`src/rtl/kdlp_pkg.sv`:
```
// ----------------------------------------------------------------------------
// kdlp_pkg
// Types and codes shared by the key debounce and long-press block.
// ----------------------------------------------------------------------------
package kdlp_pkg;

   // keys whose index counts as a pressed key; higher indexes read as no key
   localparam int KEY_COUNT = 2;

   localparam int CFG_WIDTH = 16;

   // register map, byte address = 4 * index
   localparam logic [1:0] REG_DEBOUNCE   = 2'd0;
   localparam logic [1:0] REG_LONG_PRESS = 2'd1;
   localparam logic [1:0] REG_REPEAT     = 2'd2;

   localparam logic [CFG_WIDTH-1:0] DEBOUNCE_RESET   = 16'd20;
   localparam logic [CFG_WIDTH-1:0] LONG_PRESS_RESET = 16'd1000;
   localparam logic [CFG_WIDTH-1:0] REPEAT_RESET     = 16'd200;

   // event codes
   localparam logic [2:0] EV_NONE       = 3'd0;
   localparam logic [2:0] EV_PRESS      = 3'd1;
   localparam logic [2:0] EV_SHORT_REL  = 3'd2;
   localparam logic [2:0] EV_LONG_START = 3'd3;
   localparam logic [2:0] EV_LONG_HOLD  = 3'd4;
   localparam logic [2:0] EV_LONG_REL   = 3'd5;

   typedef struct packed {
      logic key_down;
      logic key_index;
   } req_type;

   typedef struct packed {
      logic [2:0] event_res;
      logic       event_key;
   } rsp_type;

   typedef struct packed {
      logic [CFG_WIDTH-1:0] debounce_ticks;
      logic [CFG_WIDTH-1:0] long_press_ticks;
      logic [CFG_WIDTH-1:0] repeat_ticks;
   } cfg_type;

endpackage

```
`src/rtl/kdlp_csr.sv`:
```
// ----------------------------------------------------------------------------
// kdlp_csr
// APB-style register file holding the debounce, long-press and repeat periods.
// ----------------------------------------------------------------------------
module kdlp_csr (
   input  logic                     clock,
   input  logic                     reset,
   input  logic                     csr_psel,
   input  logic                     csr_penable,
   input  logic                     csr_pwrite,
   input  logic [3:0]               csr_paddr,
   input  logic [31:0]              csr_pwdata,
   output logic [31:0]              csr_prdata,
   output logic                     csr_pready,
   output kdlp_pkg::cfg_type        cfg
);
   import kdlp_pkg::*;

   cfg_type    cfg_ff;
   logic       wr_en;
   logic [1:0] reg_sel;

   assign csr_pready = 1'b1;
   assign reg_sel    = csr_paddr[3:2];
   assign wr_en      = csr_psel && csr_penable && csr_pwrite && csr_pready;

   always_ff @(posedge clock) begin
      if (reset) begin
         cfg_ff.debounce_ticks   <= DEBOUNCE_RESET;
         cfg_ff.long_press_ticks <= LONG_PRESS_RESET;
         cfg_ff.repeat_ticks     <= REPEAT_RESET;
      end else if (wr_en) begin
         case (reg_sel)
            REG_DEBOUNCE:   cfg_ff.debounce_ticks   <= csr_pwdata[CFG_WIDTH-1:0];
            REG_LONG_PRESS: cfg_ff.long_press_ticks <= csr_pwdata[CFG_WIDTH-1:0];
            REG_REPEAT:     cfg_ff.repeat_ticks     <= csr_pwdata[CFG_WIDTH-1:0];
            default: ;
         endcase
      end
   end

   always_comb begin
      case (reg_sel)
         REG_DEBOUNCE:   csr_prdata = {16'd0, cfg_ff.debounce_ticks};
         REG_LONG_PRESS: csr_prdata = {16'd0, cfg_ff.long_press_ticks};
         REG_REPEAT:     csr_prdata = {16'd0, cfg_ff.repeat_ticks};
         default:        csr_prdata = 32'd0;
      endcase
   end

   assign cfg = cfg_ff;

endmodule

```
`src/rtl/kdlp_fsm.sv`:
```
// ----------------------------------------------------------------------------
// kdlp_fsm
// Key tracking state machine with tick counter and registered event output.
// ----------------------------------------------------------------------------
module kdlp_fsm #(
   parameter int TICK_WIDTH = 16
) (
   input  logic                clock,
   input  logic                reset,
   input  kdlp_pkg::cfg_type   cfg,
   input  logic                req_valid,
   output logic                req_stall,
   input  kdlp_pkg::req_type   req_data,
   output logic                rsp_valid,
   input  logic                rsp_stall,
   output kdlp_pkg::rsp_type   rsp_data
);
   import kdlp_pkg::*;

   localparam int CMP_WIDTH = (TICK_WIDTH > CFG_WIDTH) ? TICK_WIDTH : CFG_WIDTH;

   localparam logic [1:0] PH_IDLE     = 2'd0;
   localparam logic [1:0] PH_DEBOUNCE = 2'd1;
   localparam logic [1:0] PH_PRESSED  = 2'd2;
   localparam logic [1:0] PH_LONG     = 2'd3;

   logic [1:0]            phase_ff, phase_in;
   logic                  held_key_ff, held_key_in;
   logic [TICK_WIDTH-1:0] elapsed_ff, elapsed_in;
   logic                  rsp_valid_ff, rsp_valid_in;
   rsp_type               rsp_ff, rsp_in;

   logic                  accept;
   logic                  present;
   logic                  match;
   logic                  expired;
   logic [TICK_WIDTH-1:0] elapsed_inc;
   logic [CFG_WIDTH-1:0]  limit;
   logic [2:0]            ev;
   logic                  ev_key;

   // the result register frees up whenever its transfer completes
   assign req_stall = rsp_valid_ff && rsp_stall;
   assign accept    = req_valid && !req_stall;

   assign present = req_data.key_down && (32'(req_data.key_index) < KEY_COUNT);
   assign match   = present && (req_data.key_index == held_key_ff);

   // saturate at all ones
   assign elapsed_inc = (&elapsed_ff) ? elapsed_ff : elapsed_ff + 1'b1;

   always_comb begin
      case (phase_ff)
         PH_DEBOUNCE: limit = cfg.debounce_ticks;
         PH_PRESSED:  limit = cfg.long_press_ticks;
         default:     limit = cfg.repeat_ticks;
      endcase
   end

   assign expired = CMP_WIDTH'(elapsed_inc) >= CMP_WIDTH'(limit);

   always_comb begin
      phase_in    = phase_ff;
      held_key_in = held_key_ff;
      elapsed_in  = elapsed_ff;
      ev          = EV_NONE;
      ev_key      = held_key_ff;
      case (phase_ff)
         PH_IDLE: begin
            if (present) begin
               held_key_in = req_data.key_index;
               ev_key      = req_data.key_index;
               elapsed_in  = '0;
               phase_in    = PH_DEBOUNCE;
               // zero debounce period: press at the capture tick
               if (cfg.debounce_ticks == '0) begin
                  phase_in = PH_PRESSED;
                  ev       = EV_PRESS;
               end
            end
         end
         PH_DEBOUNCE: begin
            if (!match) begin
               phase_in = PH_IDLE;
            end else if (expired) begin
               elapsed_in = '0;
               phase_in   = PH_PRESSED;
               ev         = EV_PRESS;
            end else begin
               elapsed_in = elapsed_inc;
            end
         end
         PH_PRESSED: begin
            if (!match) begin
               phase_in = PH_IDLE;
               ev       = EV_SHORT_REL;
            end else if (expired) begin
               elapsed_in = '0;
               phase_in   = PH_LONG;
               ev         = EV_LONG_START;
            end else begin
               elapsed_in = elapsed_inc;
            end
         end
         default: begin
            if (!match) begin
               phase_in = PH_IDLE;
               ev       = EV_LONG_REL;
            end else if (expired) begin
               elapsed_in = '0;
               ev         = EV_LONG_HOLD;
            end else begin
               elapsed_in = elapsed_inc;
            end
         end
      endcase
   end

   always_comb begin
      rsp_in.event_res = ev;
      rsp_in.event_key = (ev == EV_NONE) ? 1'b0 : ev_key;
   end

   assign rsp_valid_in = accept ? 1'b1 : (rsp_valid_ff && rsp_stall);

   always_ff @(posedge clock) begin
      if (reset) begin
         phase_ff     <= PH_IDLE;
         held_key_ff  <= 1'b0;
         elapsed_ff   <= '0;
         rsp_valid_ff <= 1'b0;
      end else begin
         rsp_valid_ff <= rsp_valid_in;
         if (accept) begin
            phase_ff    <= phase_in;
            held_key_ff <= held_key_in;
            elapsed_ff  <= elapsed_in;
         end
      end
   end

   always_ff @(posedge clock) begin
      if (accept) begin
         rsp_ff <= rsp_in;
      end
   end

   assign rsp_valid = rsp_valid_ff;
   assign rsp_data  = rsp_ff;

   a_idle_state_hold: assert property (@(posedge clock) disable iff (reset)
      !accept |=> $stable(phase_ff) && $stable(elapsed_ff) && $stable(held_key_ff))
      else $error("state moved without an input transfer");

   a_press_enters_pressed: assert property (@(posedge clock) disable iff (reset)
      accept && (ev == EV_PRESS) |=> (phase_ff == PH_PRESSED) && (elapsed_ff == '0))
      else $error("press event without entering pressed phase");

   a_release_to_idle: assert property (@(posedge clock) disable iff (reset)
      accept && ((ev == EV_SHORT_REL) || (ev == EV_LONG_REL)) |=> (phase_ff == PH_IDLE))
      else $error("release event without return to idle");

   a_hold_only_in_long: assert property (@(posedge clock) disable iff (reset)
      accept && (ev == EV_LONG_HOLD) |-> (phase_ff == PH_LONG))
      else $error("repeat event outside long phase");

   a_no_event_key_zero: assert property (@(posedge clock) disable iff (reset)
      rsp_valid_ff && (rsp_ff.event_res == EV_NONE) |-> (rsp_ff.event_key == 1'b0))
      else $error("key reported without an event");

endmodule

```
`src/rtl/key_debounce_long_press.sv`:
```
// ----------------------------------------------------------------------------
// key_debounce_long_press
// Debounced key events with press, short release, long press and repeat.
// ----------------------------------------------------------------------------
// Event output: the event for a tick appears in the result register the
//   cycle after the tick's transfer.
// Throughput: one tick per cycle, set by the single state update and result
//   register stage; the input stalls only while a result waits to be taken.
// Reset (synchronous): phase idle, counter cleared, no result pending, periods
//   back to 20, 1000 and 200 ticks.
module key_debounce_long_press #(
   parameter int TICK_WIDTH = 16
) (
   input  logic                clock,
   input  logic                reset,
   input  logic                req_valid,
   output logic                req_stall,
   input  kdlp_pkg::req_type   req_data,
   output logic                rsp_valid,
   input  logic                rsp_stall,
   output kdlp_pkg::rsp_type   rsp_data,
   input  logic                csr_psel,
   input  logic                csr_penable,
   input  logic                csr_pwrite,
   input  logic [3:0]          csr_paddr,
   input  logic [31:0]         csr_pwdata,
   output logic [31:0]         csr_prdata,
   output logic                csr_pready
);
   import kdlp_pkg::*;

   cfg_type cfg;

   kdlp_csr u_csr (
      .clock       (clock),
      .reset       (reset),
      .csr_psel    (csr_psel),
      .csr_penable (csr_penable),
      .csr_pwrite  (csr_pwrite),
      .csr_paddr   (csr_paddr),
      .csr_pwdata  (csr_pwdata),
      .csr_prdata  (csr_prdata),
      .csr_pready  (csr_pready),
      .cfg         (cfg)
   );

   kdlp_fsm #(
      .TICK_WIDTH (TICK_WIDTH)
   ) u_fsm (
      .clock     (clock),
      .reset     (reset),
      .cfg       (cfg),
      .req_valid (req_valid),
      .req_stall (req_stall),
      .req_data  (req_data),
      .rsp_valid (rsp_valid),
      .rsp_stall (rsp_stall),
      .rsp_data  (rsp_data)
   );

endmodule

```
`config.mk`:
```
export PLATFORM = sky130hd
export DESIGN_NAME = key_debounce_long_press
export DESIGN_NICKNAME = d
export VERILOG_FILES = /design/src/rtl/kdlp_pkg.sv /design/src/rtl/kdlp_csr.sv /design/src/rtl/kdlp_fsm.sv /design/src/rtl/key_debounce_long_press.sv
export SDC_FILE = /design/constraint.sdc
export NUM_CORES = 1
export LEC_CHECK = 0
export BUFFER_PORTS_ARGS = -buffer_cell sky130_fd_sc_hd__buf_2
export CAP_MARGIN = 20
export CORE_MARGIN = 4
export CORE_UTILIZATION = 50
export CTS_CLUSTER_DIAMETER = 50
export DETAILED_ROUTE_END_ITERATION = 7
export GPL_TIMING_DRIVEN = 0
export PLACE_DENSITY = 0.75
export RECOVER_POWER = 25
export SLEW_MARGIN = 20
export SYNTH_ARGS = -nofsm -noshare
export SYNTH_HDL_FRONTEND = slang
export SYNTH_SLANG_ARGS = --single-unit
```
`constraint.sdc`:
```
create_clock -name clock -period 3.3 [get_ports clock]
set_input_delay 0.495 -clock clock [delete_from_list [all_inputs] [get_ports clock]]
set_output_delay 0.495 -clock clock [all_outputs]
set_load 0.005 [all_outputs]
```
* After elaboration in Yosys (flattened, before gate mapping)
Cells that the tools add are included.
** Word-level totals
- Register bits after elaboration :: 72
- Word-level logic and storage cells :: 64
** Operators by class
- Equality and inequality tests :: 9
- Reductions and logical operators :: 17
- Magnitude comparators :: 1
- Multiplexer cells :: 27
- Add/subtract/negate cells :: 1
** Operator list (count)
- $mux 16 :: 5
- $pmux 16 s3 :: 1
- $pmux 16 s2 :: 1
- $add 16x1->16 const B :: 1
- $ge 16x16->1 :: 1
- $logic_not 16->1 :: 1
- $mux 2 :: 8
- $reduce_and 16->1 :: 1
- $mux 3 :: 5
- $pmux 3 s3 :: 1
- $ne 3x3->1 const B :: 2
- $pmux 2 s3 :: 1
- $reduce_and 2->1 :: 3
- $logic_and 1x1->1 :: 5
- $mux 1 :: 5
- $reduce_and 5->1 :: 1
- $eq 2x1->1 const B :: 2
- $eq 2x2->1 const B :: 2
- $logic_not 2->1 :: 2
- $ne 4x4->1 const B :: 1
- $logic_not 3->1 :: 1
- $reduce_and 3->1 :: 1
- $ne 2x2->1 const B :: 1
- $reduce_bool 2->1 :: 1
- other kinds (2) :: 2

* Logic depth before layout (Yosys ltp)
Gate-level depths: netlist (run 1).
- Depth in word-level cells :: 7
- Depth in mapped cells :: 15
- Mapped depth without buffers :: 13

* Cells and area by module
Synthesis (run 1) repeated with hierarchy kept, for this count alone.
** Second synthesis, totals
- Cells, all modules :: 555
- Area, all modules :: 4695.8 um^2
** By module, submodules not included
- kdlp_csr :: cells an instance 262, times used 1, seq. area each 960.9 um^2, area an instance 2461.1 um^2
- kdlp_fsm :: cells an instance 293, times used 1, seq. area each 520.5 um^2, area an instance 2234.6 um^2

* Least setup slack after synthesis (run 1)
Ideal clock, no wire load.
- Path type :: register -> register
- Start :: reg u_fsm.elapsed_ff[0]
- End :: reg u_fsm.rsp_ff, in the netlist u_fsm.rsp_data[0] (data pin)
- Period minus slack after synthesis :: 3569 ps
- Path buffers :: 1
- Library setup time :: 261 ps
- Arrival time :: 3308 ps
- Slack :: -269 ps
- Stages on the path, launching flop included :: 11
- Cell sequence :: dfxtp_1 -> ha_1 -> nand4_1 -> or4_1 -> buf_4 -> mux2_4 -> ha_1 -> a2111oi_2 -> a2111oi_4 -> or3_1 -> a221o_1
** On the way
- Word-level cells in the longest chain between the ends :: 7
** Ends and longest elaborated chain
- from (decl) :: RTL line kdlp_fsm.sv:29 : logic [TICK_WIDTH-1:0] elapsed_ff, elapsed_in;
- from (signal assigned) :: RTL line kdlp_fsm.sv:137 : elapsed_ff <= elapsed_in;
- $add 16x1->16 / $reduce_and 16->1 (equally long branches) :: RTL line kdlp_fsm.sv:50 : assign elapsed_inc = (&elapsed_ff) ? elapsed_ff : elapsed_ff + 1'b1;
- $mux 16 * :: RTL line kdlp_fsm.sv:50
- $ge 16x16->1 * :: RTL line kdlp_fsm.sv:60 : assign expired = CMP_WIDTH'(elapsed_inc) >= CMP_WIDTH'(limit);
- $mux 2 (tied with other cells) :: RTL line kdlp_fsm.sv:97 : end else if (expired) begin
- $mux 3, on equally long branches :: RTL line kdlp_fsm.sv:94, kdlp_fsm.sv:83, kdlp_fsm.sv:106
- $pmux 3 s3 * :: RTL line kdlp_fsm.sv:68 : case (phase_ff)
- $logic_not 3->1 * :: RTL line kdlp_fsm.sv:121 : rsp_in.event_key = (ev == EV_NONE) ? 1'b0 : ev_key;
- to (signal assigned) :: RTL line kdlp_fsm.sv:144 : rsp_ff <= rsp_in;
- to (decl) :: RTL line kdlp_fsm.sv:31 : rsp_type rsp_ff, rsp_in;
Mark *: on every way between the ends. The rest lies on a longest branch, timed or not.
A chain may end at the register's enable or synchronous reset.

* Final worst setup path (run 1)
- Start :: reg u_fsm.elapsed_ff[8]
- End :: reg u_fsm.elapsed_ff[3]
** On the way
- Word-level cells in the longest chain between the ends :: 6
** Ends and longest elaborated chain
- $add 16x1->16 / $reduce_and 16->1 (equally long branches) :: RTL line kdlp_fsm.sv:50
- $mux 16 * :: RTL line kdlp_fsm.sv:50
- $ge 16x16->1 :: RTL line kdlp_fsm.sv:60
- $mux 16 * :: RTL line kdlp_fsm.sv:85, kdlp_fsm.sv:97, kdlp_fsm.sv:109
- $mux 16 * :: RTL line kdlp_fsm.sv:83 : if (!match) begin
- $mux 16 *
Mark *: on every way between the ends. The rest lies on a longest branch, timed or not. The select of a mux whose other input is x is not followed.

==> metrics.md, run 1 <==
| Metric | Value |
|---|---|
| First-pass GRT wire length | 21130 um |
| Failing checks | negative setup slack |
| Synth Area per Inst | 7.555 sq um |
| Post-synthesis sequential area ratio | 34.04% |
| WS Path Type | reg2reg |
| Die width | 101.3 um |
| Routed WL | 13410 um |
| Commonest non-fill, non-tap cells in the layout | nand2_1, dfxtp_1, a21oi_1 |
| Die span in y | 101.3 um |
| Final period utilization | 102.9% |
| Clock skew | 0.009341 ns |
| Post-synth design cell area | 0.004352 sq mm |
| Die area | 0.01026 sq mm |
| GPL Wtd Cong | 0.9420 |
| Clk pin slew, worst setup/hold paths | 0.09 ns |
| Avg Vias per Cell | 5.832 |
| Hpwl dp | 9223 um |
| Avg WL per Cell | 17.08 um |
| Root Buffer | clkbuf_8 |
| Starting Density | 52.18% |
| Worst skew pair latency | 0.36 ns |
| Initial antenna violation count | 0 |
| Commonest non-fill, non-tap cell in the layout | nand2_1 |
| Worst hold start | req_valid |
| Netlist cell types | 57 |
| CP arrival | 3.65 ns |
| Routed vias | 4578 |
| Leak pwr | 2.244 nW |
| DRT Pass-1 Iters | 5 |
| Core Area | 0.008341 sq mm |
| Status | complete, but fails checks |
| Setup slack, reg-to-reg | -0.1 ns |
| Critical Path RT | 3.55 ns |
| R2R Path End | u_fsm.elapsed_ff[3]$_SDFFE_PP0P_ |
| Slew margin rel. | 37.40% |
| Total gr overflow | 0 |
| Fin Setup TNS | -0.7211 ns |
| Worst hold slack | 0.3564 ns |
| Reg2reg start | u_fsm.elapsed_ff[8]$_SDFFE_PP0P_ |
| Final hold vios | 0 |
| Hold path endpoint | u_fsm.rsp_valid$_SDFF_PP0_ |
| Final Util | 65.81% |
| Period minus WS final | 3.396 ns |
| CTS tree | built |
| DRC | 0 |
| Design area | 0.005489 sq mm |
| Worst min path class | in2reg |
| Cts bufs inserted | 9 |
| # nets final | 741 |
| PortBufs | 48 |
| Pin count of the biggest net entering global routing | 15 |
| Diodes inserted | 0 |
| CP Launch Type | register |
| Ys flop type | dfxtp_1 |
| Row cnt | 33 |
| Layout cells sized above 1 | 24.26% |
| GR Util All Layers | 26.28% |
| Dpl cell area | 0.004831 sq mm |
| Worst hold stages | 2 |
| Maximum VDD drop | 0.3190 mV |
| FMAX | 294.5 MHz |
| PnR worst setup slack | -0.09557 ns |
| H-tree depth | 3 |
| Clk buf depth | 2 |
| Worst-Margin Slew | 0.9370 ns |
| Post-Synthesis Cells | 576 |
| Worst reg2reg path depth | 13 |
| Crit path max fanout | 7 |
| Seq cells post-synth | 72 |
| ANT nets after route | 0 |
| Power Dens Cells | 384.2 mW/mm^2 |
| # IOs | 84 |
| EDFF count, synth | 4 |
| Final setup viols | 14 |
| Area delta synth->final | 26.14% |
| Yosys warnings | 0 |
| MaxCap Viol Count | 0 |
| RSZ-0062 raised after global routing | true |
| Initial drt markers | 340 |
| CTS sink count | 72 |
| Crit end category | register |
| Vias in the first global route | 4330 |
| Final slew viol count | 0 |
| Asr flop ratio synth | 0% |
-- registers in the layout, indices dropped and copies added, names as in the netlist --
name / cells
u_fsm.rsp_valid: 1
u_csr.cfg: 48
u_fsm.phase_ff: 2
u_fsm.held_key_ff: 1
u_fsm.rsp_data: 4
u_fsm.elapsed_ff: 16
-- report_power, final --
part	internal [W]	leakage (nW)	total, W	switching (W)
Combinational	0.000198	1.54	0.000430	0.000232
Sequential	0.000895	0.598	0.000912	0.0000173
Clock	0.000381	0.108	0.000767	0.000386
-- worst max path at each step --
stage                                            startpoint                           endpoint  slack (ns)  cells after the start
after floorplan            u_fsm.elapsed_ff[0]$_SDFFE_PP0P_   u_fsm.elapsed_ff[7]$_SDFFE_PP0P_      -0.006                     12
after global placement       u_fsm.phase_ff[0]$_SDFFE_PP0P_  u_fsm.elapsed_ff[15]$_SDFFE_PP0P_       -0.86                     14
after detailed placement     u_fsm.phase_ff[0]$_SDFFE_PP0P_   u_fsm.elapsed_ff[3]$_SDFFE_PP0P_       -0.91                     14
after CTS                  u_fsm.elapsed_ff[0]$_SDFFE_PP0P_   u_fsm.elapsed_ff[2]$_SDFFE_PP0P_       -0.05                     15
after global routing      u_fsm.elapsed_ff[10]$_SDFFE_PP0P_   u_fsm.elapsed_ff[0]$_SDFFE_PP0P_       -0.19                     12
final                      u_fsm.elapsed_ff[8]$_SDFFE_PP0P_   u_fsm.elapsed_ff[3]$_SDFFE_PP0P_        -0.1                     13
-- worst max-delay path, cell delays in order (launching register included) --
cell       delay [ns]
dfxtp_4          0.38
nand4_1          0.15
buf_4            0.19
or4_4            0.58
nand2_1          0.16
nor2_1           0.09
xor2_1           0.18
ha_1             0.34
nand4_1          0.15
a2111oi_4        0.42
buf_4            0.22
nor3_4           0.07
buf_6            0.15
a22o_1           0.21
-- what timing repair did --
| item | 4_1_cts | 5_1_grt |
|---|---|---|
| pin swaps | 20 | 30 |
| endpoints found under the setup margin | 22 | 22 |
| resized for setup | 48 | 31 |
| cloned | 1 | 0 |
| endpoints found under the hold margin | 0 | 0 |
| setup buffers | 22 | 13 |
| hold buffers | 0 | 0 |
-- synthesized netlist by cell type (all sizes together), types with 2 or more instances --
library cell | n | share of area [%]
xor2 | 2 | 0.40
xnor2 | 10 | 2.0
nand3 | 22 | 2.5
nor3b | 2 | 0.34
and3 | 2 | 0.29
a31oi | 7 | 1.2
a22oi | 20 | 3.6
nor3 | 7 | 1.2
ha | 21 | 6.0
nand2b | 5 | 0.72
and2 | 5 | 0.72
o21ai | 40 | 4.6
nor2b | 4 | 0.57
nand2 | 154 | 13
clkbuf | 27 | 2.4
or3 | 5 | 0.72
inv | 8 | 0.69
conb | 2 | 0.17
mux2i | 17 | 3.9
nor4 | 6 | 0.86
edfxtp | 4 | 2.8
a2111oi | 2 | 0.98
a21oi | 55 | 6.3
a22o | 4 | 0.80
nor2 | 19 | 1.6
mux2 | 3 | 0.86
dfxtp | 68 | 31
nand4 | 12 | 1.7
o21a | 4 | 0.69
buf | 23 | 3.7
-- area by class of cell --
| class | count | area (sq um) |
|---|---|---|
| multi-input cells | 461 | 2878 |
| fillers | 706 | 2851 |
| flip-flops and latches | 72 | 1510 |
| repair buffers | 77 | 457.9 |
| plain buffers | 46 | 270.3 |
| clock buffers | 10 | 137.6 |
| well taps | 105 | 131.4 |
| clock inverters | 6 | 73.82 |
| inverters | 8 | 30.03 |
-- layer usage --
layer  up-vias  global-route usage [%]  routed length (um)
met2       241                   44.52                6477
met4         0                   12.58                 482
met5         -                       0                   0
met1      2112                   32.43                5304
li1       2185                       -                   -
met3        40                   4.339                1144
-- through the flow --
step / instances / total power [W] / setup WS [ns]
final: 785 / 0.002109 / -0.09557
after global routing: 785 / 0.002195 / -0.1874
after CTS: 779 / 0.002078 / -0.04522
after detailed placement: 744 / 0.001290 / -0.9145
after global placement: 744 / 0.001280 / -0.8550
after floorplan: 591 / 0.001182 / -0.006439
-- kinds of logic after synthesis --
family / synth area share [%]
buf+inv: 6.757
xor+xnor: 2.415
other cells: 0.1726
fa+ha+maj: 6.038
flops: 34.04
mux: 4.773
compound gates: 20.50
simple gates: 25.30
Power figures use the tool's default switching activity.
==> run 2, diff against run 1 <==
--- a/config.mk
+++ b/config.mk
@@ -14,6 +14,7 @@
 export GPL_TIMING_DRIVEN = 0
 export PLACE_DENSITY = 0.75
 export RECOVER_POWER = 25
+export SETUP_SLACK_MARGIN = 0.15
 export SLEW_MARGIN = 20
 export SYNTH_ARGS = -nofsm -noshare
 export SYNTH_HDL_FRONTEND = slang
==> metrics.md, run 2 (synthesized netlist as in run 1, its figures left out) <==
| Metric | Value |
|---|---|
| Cell mode on critical path | a2111oi_4 |
| Int Pwr | 0.001413 W (-4.1%) |
| Leak pwr | 2.262 nW (+0.80%) |
| Reg power frac | 45.4% (+2.2 points) |
| Vias in the first global route | 4372 (+0.97%) |
| CTS tree | built |
| Crit path max fanout | 6 (-1) |
| Worst-Margin Slew | 1.015 ns (+0.07793 ns) |
| Die span in y | 101.3 um (unchanged) |
| H-tree depth | 3 (unchanged) |
| PortBufs | 48 (unchanged) |
| CP Launch Type | register |
| CTS sink count | 72 (unchanged) |
| Initial drt markers | 305 (-10%) |
| Core Area | 0.008341 sq mm (unchanged) |
| Avg WL per Cell | 17.68 um (+3.5%) |
| PnR worst setup slack | -0.1121 ns (-0.01655 ns) |
| CP Cell Sequence | nand4_1 -> or4_4 -> buf_8 -> mux2_4 -> ha_4 -> a2111oi_4 -> a2111oi_4 -> buf_4 -> or3_4 -> a221o_1 |
| Worst min path class | in2reg |
| Total gr overflow | 0 (unchanged) |
| Crit end category | register |
| Largest register FFs | 48 (unchanged) |
| # IOs | 84 (unchanged) |
| Area delta synth->final | 27.83% |
| Clk pin slew, worst setup/hold paths | 0.08 ns (about the same) |
| Clk buf depth | 2 (unchanged) |
| Final hold vios | 0 (unchanged) |
| Crit-path max cell delay | 0.55 ns (-0.03 ns) |
| FMAX | 293.1 MHz (-0.48%) |
| Power Dens Cells | 362.1 mW/mm^2 (-5.7%) |
| Starting Density | 52.18% (unchanged) |
| Commonest non-fill, non-tap cells in the layout | nand2_1, dfxtp_1, a21oi_1 |
| Clk pwr share | 33.1% (-3.3 points) |
| Avg Vias per Cell | 5.848 (+0.29%) |
| Worst skew pair latency | 0.35 ns (about the same) |
| Fillers | 701 (-0.71%) |
| Final setup viols | 18 (+4) |
| Psw | 0.0006014 W (-5.4%) |
| Worst hold slack | 0.3644 ns (+0.008009 ns) |
| Routed vias | 4632 (+1.2%) |
| Critical Path RT | 3.40 ns (-0.15 ns) |
| Final slew viol count | 0 (unchanged) |
| Cts hold-fix bufs | 0 (unchanged) |
| Routed WL | 14000 um (+4.4%) |
| Cts bufs inserted | 9 (unchanged) |
| DRT Pass-1 Iters | 5 (unchanged) |
| Row cnt | 33 (unchanged) |
| Die area | 0.01026 sq mm (unchanged) |
| GR Util All Layers | 26.51% (+0.23 points) |
| Failing checks | negative setup slack |
| Maximum VDD drop | 0.3490 mV (+9.4%) |
| First-pass GRT wire length | 21450 um (+1.5%) |
| ANT nets after route | 0 (unchanged) |
| Die width | 101.3 um (unchanged) |
| Root Buffer | clkbuf_8 |
| RSZ-0062 raised after global routing | true |
| Initial antenna violation count | 0 (unchanged) |
| Period minus WS final | 3.412 ns (+0.01655 ns) |
| WS Path Type | reg2reg |
| Switching share of power | 29.86% (-0.28 points) |
| Combinational share of power | 21.5% (+1.1 points) |
| Slew margin rel. | 32.19% (-5.2 points) |
| Hpwl dp | 9109 um (-1.2%) |
| # nets final | 748 (+0.94%) |
| GPL Wtd Cong | 0.9556 (+1.4%) |
| Slowest-stage cell, CP | or4_4 |
| CP arrival | 3.51 ns (-0.14 ns) |
| Pin count of the biggest net entering global routing | 13 (-2) |
| DRC | 0 (unchanged) |
| MaxCap Viol Count | 0 (unchanged) |
| Clock skew | 0.008659 ns (-0.0006817 ns) |
| Diodes inserted | 0 (unchanged) |
| Layout cells sized above 1 | 25.33% (+1.1 points) |
| Final Util | 66.70% (+0.89 points) |
| Status | complete, but fails checks |
| Final period utilization | 103.4% (+0.50 points) |
| Commonest non-fill, non-tap cell in the layout | nand2_1 |
[run 2: changes by cell type in the layout (fill, tap and decap cells not counted), moves of 3 or more]
cell | before | now
dfxtp_2 | 5 | 9
dfxtp_4 | 6 | 3
nor2_1 | 16 | 19
buf_6 | 3 | 6
a21oi_2 | 5 | 8
a21oi_1 | 50 | 47
[run 2: critical path: cells and delay by family (launching register included)]
kind / cells / cell delay, ns
adders and majority gates: 1 / 0.22
AOI/OAI and AO/OA: 3 / 0.77
DFF: 1 / 0.46
and+or+nand+nor: 3 / 1.06
muxes: 1 / 0.31
buffers and inverters: 2 / 0.32
[run 2: final cells by class]
type	count	area (sq um)	share of cell area, %
multi-input cells	461	2892	51.98
flip-flops and latches	72	1504	27.04
repair buffers	80	504.2	9.064
plain buffers	50	319.1	5.735
clock buffers	12	156.4	2.812
well taps	105	131.4	2.362
inverters	8	30.03	0.5398
clock inverters	4	26.28	0.4723
[run 2: power groups by stage]
| stage | Clock [W] | Sequential [W] | Combinational, W |
|---|---|---|---|
| final | 0.000667 | 0.000915 | 0.000432 |
| after global routing | 0.000709 | 0.000918 | 0.000469 |
| after CTS | 0.000671 | 0.000915 | 0.000396 |
| after detailed placement | 0 | 0.000940 | 0.000355 |
| after global placement | 0 | 0.000939 | 0.000347 |
| after floorplan | 0 | 0.000935 | 0.000252 |
[run 2: per-layer routing]
metal  vias up  GRT usage, %  wire, um
met4         0         10.94       415
met5         -             0         0
met1      2129         32.58      5474
met2       261         45.47      6813
li1       2197             -         -
met3        45         4.959      1297
[run 2: metrics by stage]
step / total power, W / instances / worst slack, ns / TNS, ns / instance area, sq um
after floorplan: 0.001188 / 591 / 0.07610 / 0 / 4486
after global placement: 0.001286 / 744 / -0.6096 / -11.78 / 4857
after detailed placement: 0.001295 / 744 / -0.6699 / -13.09 / 4857
after CTS: 0.001983 / 784 / -0.1360 / -1.057 / 5389
after global routing: 0.002096 / 792 / -0.1744 / -3.044 / 5563
final: 0.002014 / 792 / -0.1121 / -0.7344 / 5563
[run 2: worst paths after layout]
path / end / slack [ns] / cells after the start / from
setup / recovery: u_fsm.rsp_data[0]$_SDFFCE_PN0P_ / -0.11 / 10 / u_fsm.elapsed_ff[7]$_SDFFE_PP0P_
hold / removal: u_fsm.rsp_valid$_SDFF_PP0_ / 0.36 / 2 / req_valid
setup reg to reg: u_fsm.rsp_data[0]$_SDFFCE_PN0P_ / -0.11 / 10 / u_fsm.elapsed_ff[7]$_SDFFE_PP0P_
hold reg to reg: u_csr.cfg[14]$_SDFFE_PP0P_ / 0.47 / 2 / u_csr.cfg[14]$_SDFFE_PP0P_
[run 2: timing repair]
item,4_1_cts,5_1_grt
gates resized for setup,42,39
endpoints found under the hold margin,0,0
pin swaps,33,25
cloned,1,0
buffers inserted,23,8
endpoints found under the setup margin,22,22
==> run 3, diff against run 2 <==
--- a/config.mk
+++ b/config.mk
@@ -6,7 +6,7 @@
 export NUM_CORES = 1
 export LEC_CHECK = 0
 export BUFFER_PORTS_ARGS = -buffer_cell sky130_fd_sc_hd__buf_2
-export CAP_MARGIN = 20
+export CAP_MARGIN = 10
 export CORE_MARGIN = 4
 export CORE_UTILIZATION = 50
 export CTS_CLUSTER_DIAMETER = 50
==> constraint.sdc (replaced) <==
create_clock -name clock -period 3.3 [get_ports clock]
set_input_delay 0 -clock clock [delete_from_list [all_inputs] [get_ports clock]]
set_output_delay 0 -clock clock [all_outputs]
set_load 0.005 [all_outputs]
==> metrics.md, run 3 (synthesized netlist as in run 1, its figures left out) <==
| Metric | Value |
|---|---|
| Worst reg2reg path depth | 10 (unchanged) |
| Initial drt markers | 294 (-3.6%) |
| Commonest non-fill, non-tap cells in the layout | nand2_1, dfxtp_1, a21oi_1 |
| Failing checks | negative setup slack |
| Final setup viols | 17 (-1) |
| ANT nets after route | 0 (unchanged) |
| Clock skew | 0.01170 ns (+0.003042 ns) |
| WS Path Type | reg2reg |
| Die area | 0.01026 sq mm (unchanged) |
| Leak pwr | 2.342 nW (+3.5%) |
| First-pass GRT wire length | 21880 um (+2.0%) |
| RSZ-0062 raised after global routing | true |
| Hpwl dp | 9109 um (unchanged) |
| H-tree depth | 3 (unchanged) |
| Status | complete, but fails checks |
| Period minus WS final | 3.410 ns (-0.001623 ns) |
| Routed vias | 4736 (+2.2%) |
| Combinational share of power | 22.1% (+0.6 points) |
| Slew margin rel. | 30.68% (-1.5 points) |
| Multi-input gate area | 0.002892 sq mm (unchanged) |
| Total gr overflow | 0 (unchanged) |
| DRT Pass-1 Iters | 5 (unchanged) |
| Worst min path class | in2reg |
| Clk buf depth | 2 (unchanged) |
| FF+latch area | 0.001504 sq mm (unchanged) |
| Layout cells sized above 1 | 24.79% (-0.54 points) |
| Pre-CTS setup slack | -0.6699 ns (unchanged) |
| PortBufs | 48 (unchanged) |
| Final period utilization | 103.3% (about the same) |
| Commonest non-fill, non-tap cell in the layout | nand2_1 |
| Worst hold stages | 3 (+1) |
| Routed WL | 14170 um (+1.2%) |
| Starting Density | 52.18% (unchanged) |
| CP Launch Type | register |
| Int Pwr | 0.001428 W (+1.0%) |
| Pin count of the biggest net entering global routing | 13 (unchanged) |
| GR Util All Layers | 26.99% (+0.48 points) |
| Avg Vias per Cell | 5.840 (-0.15%) |
| Initial antenna violation count | 0 (unchanged) |
| Vias in the first global route | 4472 (+2.3%) |
| Clk pin slew, worst setup/hold paths | 0.08 ns (about the same) |
| Die width | 101.3 um (unchanged) |
| Clk pwr share | 33.0% (about the same) |
| Worst skew pair latency | 0.35 ns (about the same) |
| Cts bufs inserted | 9 (unchanged) |
| Crit path max fanout | 6 (unchanged) |
| Power, Total | 0.002039 W (+1.2%) |
| Avg WL per Cell | 17.47 um (-1.2%) |
| Row cnt | 33 (unchanged) |
| Die span in y | 101.3 um (unchanged) |
| Power Dens Cells | 354.3 mW/mm^2 (-2.2%) |
| Final slew viol count | 0 (unchanged) |
| Diodes inserted | 0 (unchanged) |
| Worst-Margin Slew | 1.038 ns (+0.02270 ns) |
| Psw | 0.0006111 W (+1.6%) |
| CP arrival | 3.52 ns (about the same) |
| CTS tree | built |
| Reg power frac | 44.9% (-0.5 points) |
| GPL Wtd Cong | 0.9556 (unchanged) |
| MaxCap Viol Count | 0 (unchanged) |
| # nets final | 767 (+2.5%) |
| Critical Path RT | 3.41 ns (about the same) |
| Area delta synth->final | 32.23% |
| CTS sink count | 72 (unchanged) |
| Maximum VDD drop | 0.3528 mV (+1.1%) |
| # IOs | 84 (unchanged) |
| Final hold vios | 0 (unchanged) |
| Root Buffer | clkbuf_8 |
| Switching share of power | 29.98% (+0.12 points) |
| Largest register FFs | 48 (unchanged) |
| Final Util | 68.99% (+2.3 points) |
| Fillers | 671 (-4.3%) |
| PnR worst setup slack | -0.1105 ns (+0.001623 ns) |
| FMAX | 293.2 MHz (about the same) |
| Crit end category | register |
| DRC | 0 (unchanged) |
| Core Area | 0.008341 sq mm (unchanged) |
[run 3: cell types whose count changed in the layout (fill, tap and decap cells not counted)]
cell	delta
clkbuf_1	-1
buf_2	+1
dlygate4sd3_1	+19
[run 3: layout make-up]
class,instances,area share [%]
tap,105,2.283
sequential,72,26.14
inverter,8,0.5219
clock buffer,12,2.718
timing repair buffer,99,12.09
multi-input combinational,461,50.25
buffer,50,5.545
clock inverter,4,0.4566
[run 3: final timing paths]
kind / startpoint / endpoint / slack (ns)
worst max-delay path: u_fsm.elapsed_ff[7]$_SDFFE_PP0P_ / u_fsm.rsp_data[0]$_SDFFCE_PN0P_ / -0.11
worst min-delay path: rsp_stall / u_fsm.rsp_valid$_SDFF_PP0_ / 0.02
worst min register to register: u_csr.cfg[14]$_SDFFE_PP0P_ / u_csr.cfg[14]$_SDFFE_PP0P_ / 0.47
worst max register to register: u_fsm.elapsed_ff[7]$_SDFFE_PP0P_ / u_fsm.rsp_data[0]$_SDFFCE_PN0P_ / -0.11
[run 3: power groups by stage]
stage	logic, W	registers (W)	clock network, W
2_1_floorplan	0.000252	0.000935	0
3_3_place_gp	0.000347	0.000939	0
3_5_place_dp	0.000355	0.000940	0
4_1_cts	0.000413	0.000915	0.000671
5_1_grt	0.000488	0.000918	0.000706
6_report	0.000450	0.000915	0.000673
[run 3: routing by layer]
metal,global-route usage (%),part of all wire [%],vias to the layer above,wire [um]
met4,11.04,2.8,0,402
li1,-,-,2236,-
met5,0,0,-,0
met1,32.98,39,2194,5589
met3,4.890,8.6,50,1223
met2,46.68,49,256,6954
[run 3: critical path: stages, from the launching register on]
cell       delay (ns)
dfxtp_1          0.46
nand4_1          0.15
or4_4            0.55
buf_8            0.15
mux2_4           0.31
ha_4             0.22
a2111oi_4        0.39
a2111oi_4        0.07
buf_4            0.17
or3_4            0.36
a221o_1          0.31
[run 3: timing repair]
item | CTS | global route
resized for setup | 42 | 39
buffers inserted | 23 | 8
endpoints found under the hold margin | 50 | 0
endpoints found under the setup margin | 22 | 22
cloned | 1 | 0
pin swaps | 33 | 25
hold buffers | 19 | 0
[run 3: through the flow]
stage,instance area (sq um),setup TNS (ns),hold WS [ns],instances
2_1_floorplan,4486,0,0.1238,591
3_3_place_gp,4857,-11.78,0.2184,744
3_5_place_dp,4857,-13.09,0.2255,744
4_1_cts,5579,-1.057,0.0006163,803
5_1_grt,5754,-3.044,0.04839,811
6_report,5754,-0.7092,0.01630,811
